`config.mk`:
```
export PLATFORM = sky130hd
export DESIGN_NAME = bpa_ctrl
export DESIGN_NICKNAME = d
export VERILOG_FILES = /design/src/sv/bpa_pkg.sv /design/src/sv/bpa_ctrl.sv
export SDC_FILE = /design/constraint.sdc
export NUM_CORES = 1
export LEC_CHECK = 0
export ABC_AREA = 1
export BUFFER_PORTS_ARGS = -buffer_cell sky130_fd_sc_hd__clkbuf_2
export CAP_MARGIN = 10
export CORE_AREA = 2 2 39 41
export DETAILED_ROUTE_END_ITERATION = 10
export DIE_AREA = 0 0 41 43
export PLACE_DENSITY_LB_ADDON = 0.2
export SYNTH_ARGS = -nofsm -noshare
export SYNTH_HDL_FRONTEND = slang
export SYNTH_SLANG_ARGS = --single-unit
```
`constraint.sdc`:
```
create_clock -name aclk -period 2.78 [get_ports aclk]
set_clock_uncertainty 0.1 [all_clocks]
set_input_delay 0.417 -clock aclk [delete_from_list [all_inputs] [get_ports aclk]]
set_output_delay 0.417 -clock aclk [all_outputs]
set_load 0.02 [all_outputs]
```
`src/sv/bpa_pkg.sv`:
```
// ----------------------------------------------------------------------------
// bpa_pkg
// Shared types, constants and command codes of the buddy page allocator.
// ----------------------------------------------------------------------------
package bpa_pkg;

    localparam int MAX_ORDER      = 11;
    localparam int AREA_PAGES_MAX = 4096;
    localparam int PAGE_W         = 20;
    localparam int CNT_W          = 13;
    localparam int ORD_W          = 4;
    localparam int ADDR_W         = 12;
    localparam int TAG_W          = 5;

    localparam logic [2:0] ST_OK      = 3'd0;
    localparam logic [2:0] ST_NOBLK   = 3'd1;
    localparam logic [2:0] ST_BADORD  = 3'd2;
    localparam logic [2:0] ST_MISALGN = 3'd3;
    localparam logic [2:0] ST_OUTSIDE = 3'd4;
    localparam logic [2:0] ST_DOUBLE  = 3'd5;

    localparam logic MODE_ALLOC = 1'b0;
    localparam logic MODE_FREE  = 1'b1;

    localparam logic CFG_AREA_BASE  = 1'b0;
    localparam logic CFG_AREA_PAGES = 1'b1;

    typedef struct packed {
        logic              mode;
        logic [ORD_W-1:0]  req_order;
        logic [PAGE_W-1:0] page_number;
    } bpa_in_t;

    typedef struct packed {
        logic [2:0]        status;
        logic [PAGE_W-1:0] granted_page;
        logic [CNT_W-1:0]  free_total;
    } bpa_out_t;

    typedef enum logic [3:0] {
        OP_NONE,
        OP_CLEAR,
        OP_LOAD,
        OP_DECIDE,
        OP_SCAN,
        OP_POST,
        OP_TAKE,
        OP_SPLIT,
        OP_MRD,
        OP_MERGE,
        OP_MARK,
        OP_FIN
    } bpa_op_t;

    typedef struct packed {
        logic clear_last;
        logic scan_done;
        logic bad_ord;
        logic mode;
        logic chk_fail;
        logic found;
        logic hit;
        logic split_more;
        logic merge_try;
        logic merge_hit;
        logic out_free;
    } bpa_stat_t;

endpackage

```
`src/sv/bpa_ctrl.sv`:
```
// ----------------------------------------------------------------------------
// bpa_ctrl
// Sequencer: clears the tag memory, then steps each request through
// check, scan, split or merge, and result.
// ----------------------------------------------------------------------------
module bpa_ctrl (
    input  logic               aclk,
    input  logic               aresetn,
    input  logic               s_valid,
    input  bpa_pkg::bpa_stat_t st,
    output bpa_pkg::bpa_op_t   op,
    output logic               idle
);
    import bpa_pkg::*;

    typedef enum logic [3:0] {
        S_CLEAR, S_IDLE, S_DECIDE, S_SCAN, S_POST, S_TAKE,
        S_SPLIT, S_MRD, S_MCHK, S_MARK, S_FIN
    } state_t;

    state_t state_reg, state_next;

    always_comb begin
        state_next = state_reg;
        op         = OP_NONE;
        unique case (state_reg)
            S_CLEAR: begin
                op = OP_CLEAR;
                if (st.clear_last) state_next = S_IDLE;
            end
            S_IDLE: begin
                if (s_valid) begin
                    op         = OP_LOAD;
                    state_next = S_DECIDE;
                end
            end
            S_DECIDE: begin
                op = OP_DECIDE;
                if (st.bad_ord || (st.mode == MODE_FREE && st.chk_fail)) state_next = S_FIN;
                else state_next = S_SCAN;
            end
            S_SCAN: begin
                op = OP_SCAN;
                if (st.scan_done) state_next = S_POST;
            end
            S_POST: begin
                op = OP_POST;
                if (st.mode == MODE_ALLOC) state_next = st.found ? S_TAKE : S_FIN;
                else state_next = st.hit ? S_FIN : S_MRD;
            end
            S_TAKE: begin
                op         = OP_TAKE;
                state_next = S_SPLIT;
            end
            S_SPLIT: begin
                if (st.split_more) op = OP_SPLIT;
                else state_next = S_FIN;
            end
            S_MRD: begin
                if (st.merge_try) begin
                    op         = OP_MRD;
                    state_next = S_MCHK;
                end else begin
                    state_next = S_MARK;
                end
            end
            S_MCHK: begin
                if (st.merge_hit) begin
                    op         = OP_MERGE;
                    state_next = S_MRD;
                end else begin
                    state_next = S_MARK;
                end
            end
            S_MARK: begin
                op         = OP_MARK;
                state_next = S_FIN;
            end
            S_FIN: begin
                if (st.out_free) begin
                    op         = OP_FIN;
                    state_next = S_IDLE;
                end
            end
            default: state_next = S_IDLE;
        endcase
    end

    always_ff @(posedge aclk) begin
        if (!aresetn) begin
            state_reg <= S_CLEAR;
        end else begin
            state_reg <= state_next;
        end
    end

    assign idle = (state_reg == S_IDLE);
endmodule

```
; Word-level counts from Yosys, hierarchy flattened
; Cells that the tools add are included.
[totals]
reg_bits = 4
latchBits = 0
ramBits = 0
mem_bits_ro = 0
inputBits = 14
output_inout_bits = 5
elab_cells = 38
n_memories = 0
[op_classes]
n_addsub = 0
multipliers = 0
div_mod_pow = 0
n_lt_le_gt_ge = 0
eq_ne = 15
n_shift = 0
mux = 18
n_bitwise = 0
n_reduce_logical = 4
[op_table]
columns = cell, count
row1 = $pmux 4 s11, 2
row2 = $mux 4, 13
row3 = $eq 4x3->1 const B, 4
row4 = $eq 4x4->1 const B, 3
row5 = $ne 2x2->1 const B, 5
row6 = $eq 4x2->1 const B, 2
row7 = $reduce_and 5->1, 1
row8 = $eq 4x1->1 const B, 1
row9 = $logic_not 4->1, 1
row10 = $mux 3, 1
row11 = $mux 2, 1
row12 = $logic_and 1x1->1, 1
row13 = $logic_or 1x1->1, 1
row14 = $mux 1, 1

; Depth between registers and ports, before layout
; Gate-level depths: netlist of run 1.
[depth]
depth_word = 4
mapped_depth = 10
depth_no_buf = 10

; Least setup slack after synthesis of run 1
; No wires, ideal clock.
[synth_timing]
path_kind = register -> output
from = reg state_reg[3]
to = out op[1]
arrival_ns = 1.130
required_ns = 2.263
setup_slack_ns = 1.133
stages_incl_launch_ff = 4
path_buffers = 0
cell_sequence = dfxtp_1 nor2_2 nand2_1 o2111ai_1
[synth_between]
elab_chain_len = 2
word_cells_on_any_way = 12
cone_classes = 10 x eq/ne / 1 x mux / 1 x reduce/logical
[synth_rtl]
columns = item, line
row1 = start: declaration, bpa_ctrl.sv:21  ; state_t state_reg, state_next;
row2 = start signal: assignment, bpa_ctrl.sv:93  ; state_reg <= state_next;
row3 = $eq 4x4->1 (tied with other cells), bpa_ctrl.sv:26  ; unique case (state_reg)
row4 = $pmux 4 s11 *, bpa_ctrl.sv:26
row5 = end: declaration, bpa_ctrl.sv:11  ; output bpa_pkg::bpa_op_t op,
; Mark *: on every way between the ends. The rest lies on a longest branch, timed or not.

; Worst setup path after layout of run 1
[layout_timing]
from = reg state_reg[1]
to = out op[1]
; The elaborated chain is that of the path after synthesis.

==> impl_metrics.tcl, run 1 <==
set metrics [dict create \
    grt_max_degree 10 \
    area_growth_pct 25.4 \
    drt_iter0_markers 15 \
    core_um2 1380 \
    tightest_slew_ns 0.340 \
    initial_utilization_pct 37.8 \
    cp_top_family "simple AND/OR/NAND/NOR gates" \
    r2r-end "state_reg[1]" \
    syn_area_um2 523 \
    critical_path_peak_fanout 8 \
    cpPeakStageDelay_ns 0.41 \
    cts_max_level 1 \
    grt.busiest_layer "met2" \
    p_leak_uw 0.000419 \
    start_kind "flop" \
    num_rows 14 \
    cp_cell_sequence "inv_2 -> nor2_4 -> nand3_2 -> nand2_1 -> inv_1 -> o2111ai_1 -> clkbuf_2" \
    largest_reg_flops 4 \
    root_buffer "clkbuf_4" \
    hp-class "in2reg" \
    period_share_pct 73.2 \
    grt_overflow 0 \
    wirelength_mm 1.28 \
    place_congestion 0.851 \
    ant_nets 0 \
    r2r_cells 7 \
    cts_tree "yes" \
    cts_hold_buf 0 \
    mostFrequentLayoutCells "nand2_1 (33), clkbuf_2 (18), inv_1 (16)" \
    grt_pass1_vias 589 \
    via_count 634 \
    drcViolationCount 0 \
    clk_latency_ns 0.23 \
    fin_area_um2 656 \
    grt_setup_unrepaired "false" \
    crit_cells 7 \
    viasPerCell 4.73 \
    synth_area_per_cell_um2 5.39 \
    postCtsSetupBuffers 0 \
    place_area_um2 633 \
    synthesis.instances 97 \
    clockBufferDepth 2 \
    arrival_ns 1.52 \
    ys_warn_count 0 \
    r2r_start "state_reg[1]" \
    fp.dieArea_um2 1760 \
    use_met3_pct 5.76 \
    fmax_mhz 491 \
    portBuffers 18 \
    ys_seq_area_share_pct 15.3 \
    numCtsBuffers 3 \
    path_clk_slew_ns 0.04 \
    ys_seq_elements 4 \
    p_per_area_nw_per_um2 793 \
    dp_hpwl_mm 1.11 \
    antenna_found_initial 0 \
    status "finished, final reports clean" \
    nets 134 \
    cts.sinks 4 \
    cp.required_ns 2.26 \
    startpoint "state_reg[1]" \
    grt_pass1_wl_mm 2.15 \
    final_common_cell "nand2_1" \
    grtUsageMet1_pct 21.5 \
    finalHoldViolations 0 \
    dr.pass1.iters 4 \
    wl_per_cell_um 9.57 \
    setup_viol 0 \
    seq_area_um2 80.1 \
    crit_type "reg2out" \
    die_h_um 43 \
    cts.repair.resized 0 \
    crit_slowest_cell "dfxtp_1" \
    multi_input_area_um2 372 \
    io_pins 19 \
    drive_above_1_share_pct 28.8 \
    setup_tns_ns 0 \
    end_kind "output pin" \
    antenna_cells 0 \
    rrSetupSlack_ns 1.38 \
    synth_nets 111 \
    maxCapViolCount 0 \
    fillCellCount 160 \
    synth_cell_type_count 16 \
    slew_headroom_pct 77.3 \
    slew_viol_final 0 \
    ir_drop_v 0.000404 \
    die_w_um 41 \
    fin_crit_ns 2.04 \
    grt_usage_pct 17.7 \
    use_met2_pct 27.2 \
    crit_buf_inv 3 \
    cp-endpoint "op[1]" \
]
[final cells by class]
class / instances / share of cell area [%]
flip-flops and latches: 4 / 12.2
inverters: 19 / 10.9
multi-input cells: 74 / 56.7
repair buffers: 18 / 13.7
well taps: 16 / 3.05
clock buffers: 3 / 3.44
[report_power, final]
part           leakage, uW  switching [uW]  internal (uW)
clock network    0.0000138            20.7           48.1
logic             0.000372             231            118
registers        0.0000327            26.3           75.6
total             0.000419             278            242
[worst reg2reg max path, stage by stage, from the launching register on]
cell,delay [ns]
dfxtp_1,0.41
inv_2,0.07
nor2_4,0.21
nand3_2,0.18
nand2_1,0.13
nor2_2,0.06
nand2_1,0.07
a21oi_1,0.05
[routing by layer]
| metal | share of wire [%] | routed length (um) |
|---|---|---|
| met4 | 0 | 0 |
| met1 | 47 | 599 |
| met3 | 4.9 | 63 |
| met5 | 0 | 0 |
| met2 | 48 | 619 |
[Yosys cell counts (all sizes together)]
master / number / area [um2]
a21oi: 4 / 20.0
dfxtp: 4 / 80.1
inv: 19 / 71.3
nand2: 33 / 124
nand3: 12 / 75.1
nand3b: 2 / 15.0
nand4: 3 / 18.8
nor2: 16 / 92.6
nor3: 1 / 5.00
o2111ai: 1 / 8.76
o21ai: 1 / 5.00
o21bai: 1 / 7.51
[cell families (layout without fill, tap and decap cells)]
group                  after synthesis  after routing  synth area share, %
and+or+nand+nor                     67             67                 63.2
buffers and inverters               19             40                 13.6
AOI/OAI and AO/OA                    7              7                 7.89
DFF                                  4              4                 15.3
[worst min path at each step]
stage | from | to | depth (start not counted)
floorplan | aresetn | state_reg[3] | 2
global placement | state_reg[1] | state_reg[1] | 3
detailed placement | state_reg[1] | state_reg[1] | 3
CTS | aresetn | state_reg[1] | 3
global route | aresetn | state_reg[1] | 3
finish | aresetn | state_reg[1] | 3
[per-stage QoR]
step	util, %	worst slack [ns]	hold slack, ns	instances	total power, uW
after CTS	47.4	0.726	0.357	134	526
final	47.4	0.744	0.370	134	520
after global placement	45.8	0.987	0.547	131	456
after detailed placement	45.8	0.980	0.546	131	452
after global routing	47.4	0.620	0.368	134	576
after floorplan	-	1.13	0.488	97	363
(Power assumes the default switching activity.)
==> run 2, diff against run 1 <==
--- a/config.mk
+++ b/config.mk
@@ -5,12 +5,11 @@
 export SDC_FILE = /design/constraint.sdc
 export NUM_CORES = 1
 export LEC_CHECK = 0
-export ABC_AREA = 1
+export ABC_AREA = 0
 export BUFFER_PORTS_ARGS = -buffer_cell sky130_fd_sc_hd__clkbuf_2
 export CAP_MARGIN = 10
-export CORE_AREA = 2 2 39 41
+export CORE_UTILIZATION = 43
 export DETAILED_ROUTE_END_ITERATION = 10
-export DIE_AREA = 0 0 41 43
 export PLACE_DENSITY_LB_ADDON = 0.2
 export SYNTH_ARGS = -nofsm -noshare
 export SYNTH_HDL_FRONTEND = slang
==> constraint.sdc (replaced) <==
create_clock -name aclk -period 1.75 [get_ports aclk]
set_clock_uncertainty 0.1 [all_clocks]
set_input_delay 0.2625 -clock aclk [delete_from_list [all_inputs] [get_ports aclk]]
set_output_delay 0.2625 -clock aclk [all_outputs]
set_load 0.02 [all_outputs]
==> impl_metrics.tcl, run 2 <==
set metrics [dict create \
    status "finished, final reports clean" \
    p_seq_share_pct 22.4 \
    synth_edf_count 0 \
    start_kind "flop" \
    synth_cell_type_count 43 \
    fp.dieArea_um2 1510 \
    wl_per_cell_um 13.1 \
    grt_max_degree 18 \
    largest_reg_flops 4 \
    r2r-end "state_reg[0]" \
    power.share.switching_pct 48.2 \
    drt_iter0_markers 11 \
    place_congestion 0.876 \
    seq_area_um2 95.1 \
    syn_area_um2 584 \
    crit_buf_inv 2 \
    dp_hpwl_mm 1.11 \
    finalHoldViolations 0 \
    period_share_pct 94.9 \
    die_h_um 38.9 \
    die_w_um 38.9 \
    viasPerCell 6.05 \
    hp-class "in2reg" \
    place_area_um2 684 \
    place_inst 111 \
    dr.pass1.iters 4 \
    postCtsSetupBuffers 0 \
    ys_seq_elements 4 \
    arrival_ns 1.30 \
    synth-async-reset-ratio_pct 0 \
    end_kind "output pin" \
    ir_drop_v 0.000627 \
    cts_hold_buf 0 \
    min-delay-start "aresetn" \
    via_count 690 \
    antenna_cells 0 \
    cp_cell_sequence "buf_4 -> nor2_1 -> a22oi_1 -> o22ai_1 -> buf_2" \
    crit_type "reg2out" \
    num_rows 12 \
    numCtsBuffers 3 \
    tightest_slew_ns 0.312 \
    clockPowerShare_pct 11.4 \
    fmax_mhz 602 \
    synth_xor_area_share_pct 0 \
    crit_slowest_cell "dfxtp_4" \
    fillCellCount 109 \
    netlist_top_cells_count "nor2_1 (8), nand2b_1 (6), nor2b_1 (5), o21ai_0 (5)" \
    fin_area_um2 724 \
    area_growth_pct 24.0 \
    cp.required_ns 1.39 \
    final_common_cell "clkbuf_2" \
    yosysMostFrequentCell "nor2_1" \
    grt_overflow 0 \
    synthAdderAreaFrac_pct 0 \
    rrSetupSlack_ns 0.17 \
    root_buffer "clkbuf_4" \
    synth_area_per_cell_um2 7.30 \
    r2r_cells 5 \
    synth_mux_area_share_pct 4.28 \
    ys_warn_count 0 \
    maxCapViolCount 0 \
    holdPathEnd "state_reg[3]" \
    grt_pass1_wl_mm 2.33 \
    synthSimpleGateAreaFrac_pct 34.0 \
    p_switching_uw 490 \
    r2r_start "state_reg[1]" \
    clockBufferDepth 2 \
    cpPeakStageDelay_ns 0.37 \
    setup_viol 0 \
    grt_pass1_vias 582 \
    cp_top_family "flip-flops" \
    cts.sinks 4 \
    p_per_area_nw_per_um2 1400 \
    antenna_found_initial 0 \
    clk_latency_ns 0.24 \
    p_leak_uw 0.000301 \
    slew_viol_final 0 \
    cts_max_level 1 \
    power.internal_uw 527 \
    combPwrFrac_pct 66.3 \
    slew_headroom_pct 79.2 \
    synth_top_area_cell "dfxtp_1" \
    wirelength_mm 1.49 \
    multi_input_area_um2 450 \
    synth_top_family_by_area "compound AO/OA/AOI/OAI gates" \
    netlist.area_leader.share_pct 13.7 \
    drcViolationCount 0 \
    critical_path_peak_fanout 11 \
    ys_seq_area_share_pct 13.7 \
    setup_tns_ns 0 \
    portBuffers 18 \
    path_clk_slew_ns 0.04 \
    ant_nets 0 \
    synthesis.instances 80 \
    core_um2 1190 \
    initial_utilization_pct 49.3 \
    nets 116 \
    io_pins 19 \
    cts_tree "yes" \
    synth_top_flop_cell "dfxtp_1" \
    hold_path_depth 3 \
    synth-compound-area-share_pct 38.3 \
    grt_usage_pct 21.9 \
    synth_area_leaders "dfxtp_1 (14%), nand2b_1 (6.4%), nor2b_1 (5.4%)" \
    mostFrequentLayoutCells "clkbuf_2 (17), nor2_1 (7), nand2b_1 (6)" \
    fin_crit_ns 1.66 \
    drive_above_1_share_pct 37.0 \
    grt_setup_unrepaired "false" \
    synth_nets 94 \
    stdcell_count 114 \
]
==> run 2: changes by cell type in the layout (fill, tap and decap cells not counted), moves of 5 or more <==
cell / change
buf_4: +5
nand2_1: -31
nor2b_1: +5
nand3_1: -7
nand2b_1: +6
inv_1: -14
==> run 2: how the worst max path moves through the flow <==
stage / from / to / slack [ns] / cells past startpoint
5_1_grt: state_reg[1] / op[1] / 0.004 / 5
3_5_place_dp: state_reg[3] / state_reg[0] / 0.03 / 4
2_1_floorplan: state_reg[1] / op[0] / 0.01 / 4
6_report: state_reg[1] / op[1] / 0.09 / 5
4_1_cts: state_reg[0] / op[1] / 0.02 / 4
3_3_place_gp: state_reg[3] / state_reg[0] / 0.08 / 4
==> run 2: cell type report <==
class / instances / share of cell area [%]
multi-input cells: 67 / 62.2
repair buffers: 23 / 17.6
flip-flops and latches: 4 / 13.1
clock buffers: 3 / 3.11
well taps: 14 / 2.42
inverters: 3 / 1.55
==> run 2: power groups by stage <==
| stage | Clock (uW) | Combinational [uW] | Sequential [uW] |
|---|---|---|---|
| floorplan | 0 | 571 | 136 |
| global placement | 0 | 651 | 209 |
| detailed placement | 0 | 659 | 207 |
| CTS | 125 | 667 | 215 |
| global route | 127 | 735 | 235 |
| finish | 116 | 674 | 227 |
==> run 2: cells by family after synthesis <==
family                 count (synthesis)
AND/OR/NAND/NOR                       35
AO/OA/AOI/OAI                         30
multiplexers                           2
flip-flops                             4
buffers and inverters                  9
==> run 2: stage by stage <==
step	util [%]	setup slack, ns	total power (uW)	hold slack, ns
finish	61.1	0.0892	1020	0.212
global route	61.1	0.00373	1100	0.233
CTS	60.2	0.0188	1010	0.199
detailed placement	57.7	0.0325	867	0.454
global placement	57.7	0.0789	860	0.454
floorplan	-	0.0127	706	0.324
==> run 2: worst reg2reg max path: stages, from the launching register on <==
cell,delay [ns]
dfxtp_4,0.37
buf_4,0.18
nor2_1,0.13
mux2i_1,0.25
nand3_2,0.13
o31a_1,0.30
==> run 2: metal layers <==
layer | global-route usage (%) | up-vias | share of wire [%]
met5 | 0 | - | 0
met4 | 2.59 | 0 | 0
met3 | 5.20 | 0 | 4.8
met2 | 39.6 | 23 | 49
met1 | 26.4 | 325 | 46
li1 | - | 342 | -
==> run 2: timing repair <==
item | in CTS | in global routing
hold endpoints to repair | 0 | 0
gates cloned | 0 | 0
setup endpoints to repair | 4 | 3
resized for setup | 5 | 5
